===== config.mk =====
export PLATFORM = sky130hd
export DESIGN_NAME = button_debounce_hold_repeat
export DESIGN_NICKNAME = d
export VERILOG_FILES = /design/src/bdhr_pkg.sv /design/src/bdhr_core.sv /design/src/button_debounce_hold_repeat.sv
export SDC_FILE = /design/constraint.sdc
export NUM_CORES = 1
export LEC_CHECK = 0
export ABC_AREA = 1
export BUFFER_PORTS_ARGS = -buffer_cell sky130_fd_sc_hd__buf_4
export CORE_ASPECT_RATIO = 1.1
export CORE_MARGIN = 10
export CORE_UTILIZATION = 60
export CTS_BUF_LIST = sky130_fd_sc_hd__clkbuf_4 sky130_fd_sc_hd__clkbuf_8
export CTS_CLUSTER_DIAMETER = 120
export DETAILED_ROUTE_END_ITERATION = 10
export PLACE_DENSITY = 0.91
export RECOVER_POWER = 100
export SETUP_SLACK_MARGIN = 0.5
export SYNTH_ARGS = -nofsm -noshare
export SYNTH_HDL_FRONTEND = slang
export SYNTH_HIERARCHICAL = 1
export SYNTH_SLANG_ARGS = --single-unit

===== constraint.sdc =====
create_clock -name i_clk -period 4.84 [get_ports i_clk]
set_clock_uncertainty 0.15 [all_clocks]
set_input_delay 0 -clock i_clk [delete_from_list [all_inputs] [get_ports i_clk]]
set_output_delay 0 -clock i_clk [all_outputs]
set_load 0.03 [all_outputs]

===== src/bdhr_pkg.sv =====
// Package for the button debouncer with hold and auto-repeat.
// Holds the shared constants, item codes and structs used by bdhr_core and the top level.
// Has no dependencies.
package bdhr_pkg;

    // Sampling window and vote.
    localparam int WINDOW_LEN     = 5;
    localparam int VOTE_THRESHOLD = 4;
    localparam int CNT_W          = $clog2(WINDOW_LEN + 1);

    // Field widths.
    localparam int KIND_W  = 3;
    localparam int STAT_W  = 2;
    localparam int TICK_W  = 8;
    localparam int CFG_W   = 8;
    localparam int CFG_IDX_W = 2;
    localparam int IN_DATA_W  = 16;
    localparam int OUT_DATA_W = 16;

    // Item kinds.
    localparam logic [KIND_W-1:0] KIND_SAMPLE = 3'd0;
    localparam logic [KIND_W-1:0] KIND_CHECK  = 3'd1;
    localparam logic [KIND_W-1:0] KIND_PRESS  = 3'd2;
    localparam logic [KIND_W-1:0] KIND_HOLD   = 3'd3;
    localparam logic [KIND_W-1:0] KIND_ACCEL  = 3'd4;

    // Button status codes.
    localparam logic [STAT_W-1:0] ST_NONE     = 2'd0;
    localparam logic [STAT_W-1:0] ST_PRESSED  = 2'd1;
    localparam logic [STAT_W-1:0] ST_RELEASED = 2'd2;

    // Timer constants.
    localparam logic [TICK_W-1:0] TIMER_SAT    = 8'd254;
    localparam logic [TICK_W-1:0] TIMER_REPEAT = 8'd10;
    localparam logic [TICK_W-1:0] TIMER_ONCE   = 8'd255;
    localparam logic [TICK_W-1:0] FIRST_EXTRA  = 8'd11;

    // Configuration register indexes and reset values.
    localparam logic [CFG_IDX_W-1:0] CFG_MAX_IV = 2'd0;
    localparam logic [CFG_IDX_W-1:0] CFG_MIN_IV = 2'd1;
    localparam logic [CFG_IDX_W-1:0] CFG_STEP   = 2'd2;
    localparam logic [CFG_W-1:0] MAX_IV_RST = 8'd50;
    localparam logic [CFG_W-1:0] MIN_IV_RST = 8'd10;
    localparam logic [CFG_W-1:0] STEP_RST   = 8'd5;

    typedef struct packed {
        logic [KIND_W-1:0] kind;
        logic              level;
        logic [STAT_W-1:0] check_status;
        logic              clear_latch;
        logic [TICK_W-1:0] hold_threshold;
        logic              hold_once;
    } t_item;

    typedef struct packed {
        logic [CFG_W-1:0] max_repeat_interval;
        logic [CFG_W-1:0] min_repeat_interval;
        logic [CFG_W-1:0] repeat_step;
    } t_cfg;

    typedef struct packed {
        logic              hit;
        logic [STAT_W-1:0] debounced;
        logic [STAT_W-1:0] latched_event;
        logic [TICK_W-1:0] hold_ticks;
    } t_result;

endpackage


===== src/bdhr_core.sv =====
// State and update logic of the debouncer: sample window, vote, edge latch,
// hold timer and auto-repeat interval. Depends on bdhr_pkg.
// The result shows the state after the item and is registered by the top level.
module bdhr_core (
    input  logic             i_clk,
    input  logic             i_rst_n,
    input  logic             i_en,
    input  bdhr_pkg::t_item  i_item,
    input  bdhr_pkg::t_cfg   i_cfg,
    output bdhr_pkg::t_result o_res
);
    import bdhr_pkg::*;

    logic [WINDOW_LEN:0] r_window, n_window;
    logic [CNT_W-1:0]    r_ones, n_ones;
    logic [STAT_W-1:0]   r_stable, n_stable;
    logic [STAT_W-1:0]   r_event, n_event;
    logic [TICK_W-1:0]   r_timer, n_timer;
    logic [CFG_W-1:0]    r_iv, n_iv;
    logic                hit;

    // Shifted window, running count of ones and the vote for a sample.
    logic [WINDOW_LEN:0] win_sh;
    logic [CNT_W-1:0]    ones_sh;
    logic [STAT_W-1:0]   vote_st;
    logic [CFG_W:0]      first_sum;
    logic [CFG_W:0]      floor_sum;

    assign win_sh    = {r_window[WINDOW_LEN-1:0], i_item.level};
    assign ones_sh   = r_ones - CNT_W'(win_sh[WINDOW_LEN]) + CNT_W'(i_item.level);
    assign vote_st   = (int'(ones_sh) >= VOTE_THRESHOLD) ? ST_RELEASED : ST_PRESSED;
    assign first_sum = {1'b0, i_cfg.max_repeat_interval} + {1'b0, FIRST_EXTRA};
    assign floor_sum = {1'b0, i_cfg.min_repeat_interval} + {1'b0, i_cfg.repeat_step};

    // Next state for one item.
    always_comb begin
        n_window = r_window;
        n_ones   = r_ones;
        n_stable = r_stable;
        n_event  = r_event;
        n_timer  = r_timer;
        n_iv     = r_iv;
        hit      = 1'b0;
        unique case (i_item.kind)
            KIND_SAMPLE: begin
                n_window = win_sh;
                n_ones   = ones_sh;
                if (vote_st != r_stable) begin
                    n_stable = vote_st;
                    n_event  = vote_st;
                    if (vote_st == ST_PRESSED) begin
                        n_timer = '0;
                    end
                end else if (vote_st == ST_PRESSED && r_timer < TIMER_SAT) begin
                    n_timer = r_timer + 1'b1;
                end
            end
            KIND_CHECK: begin
                if (r_event == i_item.check_status) begin
                    hit = 1'b1;
                    if (i_item.clear_latch) begin
                        n_event = ST_NONE;
                    end
                end
            end
            KIND_PRESS: begin
                if (r_event == ST_RELEASED && r_timer < TIMER_REPEAT) begin
                    hit     = 1'b1;
                    n_event = ST_NONE;
                end
            end
            KIND_HOLD: begin
                if (r_event == ST_PRESSED && r_timer > i_item.hold_threshold) begin
                    hit     = 1'b1;
                    n_timer = i_item.hold_once ? TIMER_ONCE : TIMER_REPEAT;
                end
            end
            KIND_ACCEL: begin
                if (r_event == ST_RELEASED) begin
                    n_iv = i_cfg.max_repeat_interval;
                end else if (r_timer > r_iv) begin
                    hit     = 1'b1;
                    n_timer = TIMER_REPEAT;
                    if (r_iv == i_cfg.max_repeat_interval) begin
                        // First repeat waits longer; saturate at the top of the range.
                        n_iv = first_sum[CFG_W] ? {CFG_W{1'b1}} : first_sum[CFG_W-1:0];
                    end else if ({1'b0, r_iv} > floor_sum) begin
                        n_iv = r_iv - i_cfg.repeat_step;
                    end
                end
            end
            default: begin
            end
        endcase
    end

    // State registers, updated only on an accepted item.
    always_ff @(posedge i_clk) begin
        if (!i_rst_n) begin
            r_window <= '1;
            r_ones   <= CNT_W'(WINDOW_LEN);
            r_stable <= ST_RELEASED;
            r_event  <= ST_NONE;
            r_timer  <= '0;
            r_iv     <= MAX_IV_RST;
        end else if (i_en) begin
            r_window <= n_window;
            r_ones   <= n_ones;
            r_stable <= n_stable;
            r_event  <= n_event;
            r_timer  <= n_timer;
            r_iv     <= n_iv;
        end
    end

    // The result reports the state after the item.
    assign o_res.hit           = hit;
    assign o_res.debounced     = n_stable;
    assign o_res.latched_event = n_event;
    assign o_res.hold_ticks    = n_timer;

    // The running count always matches the window contents.
    a_count_matches: assert property (@(posedge i_clk) disable iff (!i_rst_n)
        int'(r_ones) == $countones(r_window[WINDOW_LEN-1:0]))
        else $error("ones count disagrees with sample window");

    // The debounced state always follows the vote on the current count.
    a_state_vote: assert property (@(posedge i_clk) disable iff (!i_rst_n)
        r_stable == ((int'(r_ones) >= VOTE_THRESHOLD) ? ST_RELEASED : ST_PRESSED))
        else $error("debounced state disagrees with vote");

    // A state change on a sample is always latched as the edge event.
    a_edge_latched: assert property (@(posedge i_clk) disable iff (!i_rst_n)
        (i_en && i_item.kind == KIND_SAMPLE && vote_st != r_stable)
        |=> (r_event == r_stable))
        else $error("state change not latched as event");

    // A newly pressed button starts the hold timer from zero.
    a_press_clears: assert property (@(posedge i_clk) disable iff (!i_rst_n)
        $rose(r_stable == ST_PRESSED) |-> (r_timer == '0))
        else $error("hold timer not cleared on press");

endmodule


===== src/button_debounce_hold_repeat.sv =====
// Top level of the button debouncer with hold and auto-repeat queries.
// Holds the configuration registers and the output register; uses bdhr_core and bdhr_pkg.
//
//   channel  | direction | accepted when                      | payload
//   s_axis   | in        | i_s_axis_tvalid && o_s_axis_tready | tuser kind, tdata query fields
//   m_axis   | out       | o_m_axis_tvalid && i_m_axis_tready | tdata result fields
//   cfg      | in        | i_cfg_we                           | i_cfg_idx, i_cfg_wdata
//
// One item per clock unless the output stalls: the state update is combinational, and the
// result appears in the output register on the cycle after acceptance.
// A new item is taken while a result waits, as long as the output register is taken
// in the same cycle; a stalled output holds its result and blocks input.
// Synchronous active-low reset returns the window to all released, the event to none,
// the timer to zero and the registers to 50, 10 and 5.
module button_debounce_hold_repeat (
    input  logic                            i_clk,
    input  logic                            i_rst_n,
    input  logic                            i_s_axis_tvalid,
    output logic                            o_s_axis_tready,
    // level[0], check_status[2:1], clear_latch[3], hold_threshold[11:4],
    // hold_once[12], zero[15:13]
    input  logic [bdhr_pkg::IN_DATA_W-1:0]  i_s_axis_tdata,
    // kind[2:0]
    input  logic [bdhr_pkg::KIND_W-1:0]     i_s_axis_tuser,
    output logic                            o_m_axis_tvalid,
    input  logic                            i_m_axis_tready,
    // hit[0], debounced[2:1], latched_event[4:3], hold_ticks[12:5], zero[15:13]
    output logic [bdhr_pkg::OUT_DATA_W-1:0] o_m_axis_tdata,
    input  logic                            i_cfg_we,
    input  logic [bdhr_pkg::CFG_IDX_W-1:0]  i_cfg_idx,
    input  logic [bdhr_pkg::CFG_W-1:0]      i_cfg_wdata
);
    import bdhr_pkg::*;

    t_cfg    r_cfg;
    t_item   item;
    t_result res;
    logic    accept;
    logic    r_out_valid;
    logic [OUT_DATA_W-1:0] r_out_data;

    // Configuration registers.
    always_ff @(posedge i_clk) begin
        if (!i_rst_n) begin
            r_cfg.max_repeat_interval <= MAX_IV_RST;
            r_cfg.min_repeat_interval <= MIN_IV_RST;
            r_cfg.repeat_step         <= STEP_RST;
        end else if (i_cfg_we) begin
            unique case (i_cfg_idx)
                CFG_MAX_IV: r_cfg.max_repeat_interval <= i_cfg_wdata;
                CFG_MIN_IV: r_cfg.min_repeat_interval <= i_cfg_wdata;
                CFG_STEP:   r_cfg.repeat_step         <= i_cfg_wdata;
                default: begin
                end
            endcase
        end
    end

    // Unpack the input item.
    assign item.kind           = i_s_axis_tuser;
    assign item.level          = i_s_axis_tdata[0];
    assign item.check_status   = i_s_axis_tdata[2:1];
    assign item.clear_latch    = i_s_axis_tdata[3];
    assign item.hold_threshold = i_s_axis_tdata[11:4];
    assign item.hold_once      = i_s_axis_tdata[12];

    assign o_s_axis_tready = !r_out_valid || i_m_axis_tready;
    assign accept          = i_s_axis_tvalid && o_s_axis_tready;

    bdhr_core u_core (
        .i_clk   (i_clk),
        .i_rst_n (i_rst_n),
        .i_en    (accept),
        .i_item  (item),
        .i_cfg   (r_cfg),
        .o_res   (res)
    );

    // Output register valid flag.
    always_ff @(posedge i_clk) begin
        if (!i_rst_n) begin
            r_out_valid <= 1'b0;
        end else if (accept) begin
            r_out_valid <= 1'b1;
        end else if (i_m_axis_tready) begin
            r_out_valid <= 1'b0;
        end
    end

    // Output register payload.
    always_ff @(posedge i_clk) begin
        if (accept) begin
            r_out_data <= {3'b000, res.hold_ticks, res.latched_event, res.debounced, res.hit};
        end
    end

    assign o_m_axis_tvalid = r_out_valid;
    assign o_m_axis_tdata  = r_out_data;

    // Every accepted item yields a result in the next cycle.
    a_accept_gives_result: assert property (@(posedge i_clk) disable iff (!i_rst_n)
        accept |=> r_out_valid)
        else $error("accepted item produced no result");

    // A result that is not taken and not replaced stays in place.
    a_result_kept: assert property (@(posedge i_clk) disable iff (!i_rst_n)
        (r_out_valid && !i_m_axis_tready) |=> (r_out_valid && $stable(r_out_data)))
        else $error("stalled result lost or changed");

    // Results carry only legal debounced states.
    a_result_state: assert property (@(posedge i_clk) disable iff (!i_rst_n)
        r_out_valid |-> (r_out_data[2:1] == ST_PRESSED || r_out_data[2:1] == ST_RELEASED))
        else $error("illegal debounced state in result");

endmodule


==> metrics.cfg <==
[clocking]
h-tree-depth=3
cts_buffers=9
clockBufferDepth=2
cts-root-buf=clkbuf_8
cts_tree=yes
cts_sinks=66
cts.hold.buffers_added=27
post_cts_resized=0
insertion_delay_ns=0.36
clkTransAtPathRegs_ns=0.07
post_cts_buffers=0

[pwr]
internal_power_uw=968
p_leak_nw=3.10
sequentialPowerShare_pct=41.8
clkPwrFrac_pct=28.0
switching_share_pct=36.2
netSwitchingPower_uw=548
vdd_drop_max_uv=194
power_density_nw_per_um2=258
pwr-share-comb_pct=30.3

[detailed_routing]
wl_um=14000
post_drt_via_cell_ratio=5.61
vias=5489
postRouteAntennaNets=0
first_iter_violations=571
drcViolationCount=0
first_pass_iters=5
drt-wirelength-per-cell_um=14.3

[logic_synthesis]
synth.area.mux_share_pct=0
synth_compound_area_share_pct=7.12
syn_area_sq_um=5200
ys_seq_elements=66
yosys.area.top_type=dfxtp_1
synth_common_cells=nand2_1 (238), inv_1 (114), nand3_1 (86)
synth_edf_count=13
synth.distinct_cells=39
synth_top_family_by_area=simple AND/OR/NAND/NOR gates
synth-adder-area-share_pct=11.5
netlist_instances=802
synthFlopType=dfxtp_1
ys_seq_area_share_pct=27.9
synth_xor_area_share_pct=3.20
synth.area.top_cells=dfxtp_1 (20%), nand2_1 (17%), ha_1 (10%)
post-synth-top-count-cell=nand2_1
synth_top_area_share_pct=20.4
yosys_warnings=6
synthArstFlopShare_pct=0
yosys.area_share.simple_pct=38.6
syn_avg_cell_area_sq_um=6.49

[sta]
setup_violations=0
tightest_slew_ns=2.06
period_needed_ns=3.51
slew_headroom_pct=-37.6
hold_viol=0
rsz0062_at_grt=no
clock.fmax_mhz=285
maxSlewViolCount=48
tns_ns=0
period_share_pct=72.4

[cells_and_area]
fin_cells=979
syn_to_final_growth_pct=12.9
antenna_cells=0
drive_gt1_share_pct=6.80
nNetsFinal=944
num-fill-cells=698

[grt]
gr-total-overflow=0
grt_max_degree=48
global_route.usage.total_pct=22.4
grt_pass1_vias=5179
grt_first_pass_wirelength_um=23800
antenna_found_initial=0

[floorplanning]
die_w_um=109
die_area_sq_um=12800
pin_count=52
coreArea_sq_um=8410
start_util_pct=61.9
placementRows=35
fp.dieH_um=118

[placement]
hpwl_um=9520
dp.cells=937
gp_routability_congestion=0.996
port_buffers=45

[setup_path]
cp.arrival_ns=3.60
crit_path_end_kind=register
path_class=reg2reg
critical_path_required_ns=4.93
start_kind=register
path_max_fanout=24

[run]
drv_cap=1

[worst_hold_path]
hp-class=in2reg

[run_status]
failed_checks=max-capacitance violations, max-slew violations
run_status=complete, but fails checks

## worst max-delay path: stages, from the launching register on
cell and delay (ns):
dfxtp_1 0.32, a21oi_1 0.18, clkbuf_1 0.89, inv_1 0.54, nor2_1 0.22, buf_4 0.19
inv_1 0.13, nand2_1 0.08, nand3_1 0.06, dlygate4sd3_1 0.64
## cell type report
| type | count | area [sq um] | share of cell area [%] |
|---|---|---|---|
| Inverter | 121 | 455 | 7.75 |
| Sequential cell | 66 | 1450 | 24.7 |
| Clock buffer | 12 | 153 | 2.60 |
| Multi-Input combinational cell | 592 | 3110 | 52.9 |
| Clock inverter | 3 | 18.8 | 0.319 |
| Timing Repair Buffer | 74 | 552 | 9.39 |
| Tap cell | 111 | 139 | 2.36 |
## flip-flops by register name, indices dropped and copies added (netlist names)
signal and cells:
u_core/r_window 5, u_core/r_iv 8, u_core/r_event 2, u_core/r_timer 8
o_m_axis_tdata 13, o_m_axis_tvalid 1, r_cfg 24, u_core/r_stable 2
u_core/r_ones 3
## cells by family (layout without fill, tap and decap cells)
group,after synthesis,count (layout)
simple gates,457,457
compound gates,67,67
flops,66,66
buf+inv,146,210
xor+xnor,19,19
other cells,1,3
fa+ha+maj,46,46
## per-layer routing
metal	wire (um)	up-vias	global-route usage, %
met2	6700	297	37.2
met1	5810	2461	27.8
met5	0	-	0
li1	-	2688	-
met3	1190	43	5.31
met4	324	0	6.19
## final timing paths
path                                                      start                               to  slack [ns]  cells after the start
worst max-delay path               o_m_axis_tvalid$_SDFFE_PN0P_  u_core/r_window[0]$_SDFFE_PN1P_        1.33                      9
worst min-delay path                          i_s_axis_tuser[1]      o_m_axis_tdata[4]$_DFFE_PP_        0.03                      5
worst max register to register     o_m_axis_tvalid$_SDFFE_PN0P_  u_core/r_window[0]$_SDFFE_PN1P_        1.33                      9
worst min register to register  u_core/r_window[3]$_SDFFE_PN1P_  u_core/r_window[3]$_SDFFE_PN1P_        0.31                      2
## placed cells by master (no fill, tap or decap), drive strengths merged
master,count
clkinv,4
a211oi,1
nor4,1
nand3,89
o21bai,4
nand2,244
inv,120
xor2,8
edfxtp,13
dfxtp,53
o2111ai,1
xnor2,11
o21a,4
clkbuf,31
ha,43
a21boi,1
nor3,2
o211ai,1
conb,3
nand4,30
o21ai,23
nand3b,4
nor2,87
dlygate4sd3,27
buf,28
fa,3
a21oi,32
## power groups by stage
stage                     combinational [mW]  clock, mW  sequential [mW]
after global routing                   0.520      0.448            0.637
after CTS                              0.467      0.423            0.632
after floorplan                        0.327          0            0.648
final                                  0.459      0.424            0.633
after detailed placement               0.447          0            0.644
after global placement                 0.437          0            0.643
## through the flow
stage	hold slack [ns]	power (mW)	worst slack, ns	cell area (sq um)	util, %
2_1_floorplan	-0.0239	0.975	2.13	5210	-
3_3_place_gp	0.0815	1.08	1.91	5560	66.1
3_5_place_dp	0.0856	1.09	1.85	5560	66.1
4_1_cts	0.00934	1.52	1.82	6000	71.4
5_1_grt	0.0702	1.61	1.04	5880	69.9
6_report	0.0339	1.52	1.33	5880	69.9
(Power assumes the default switching activity.)
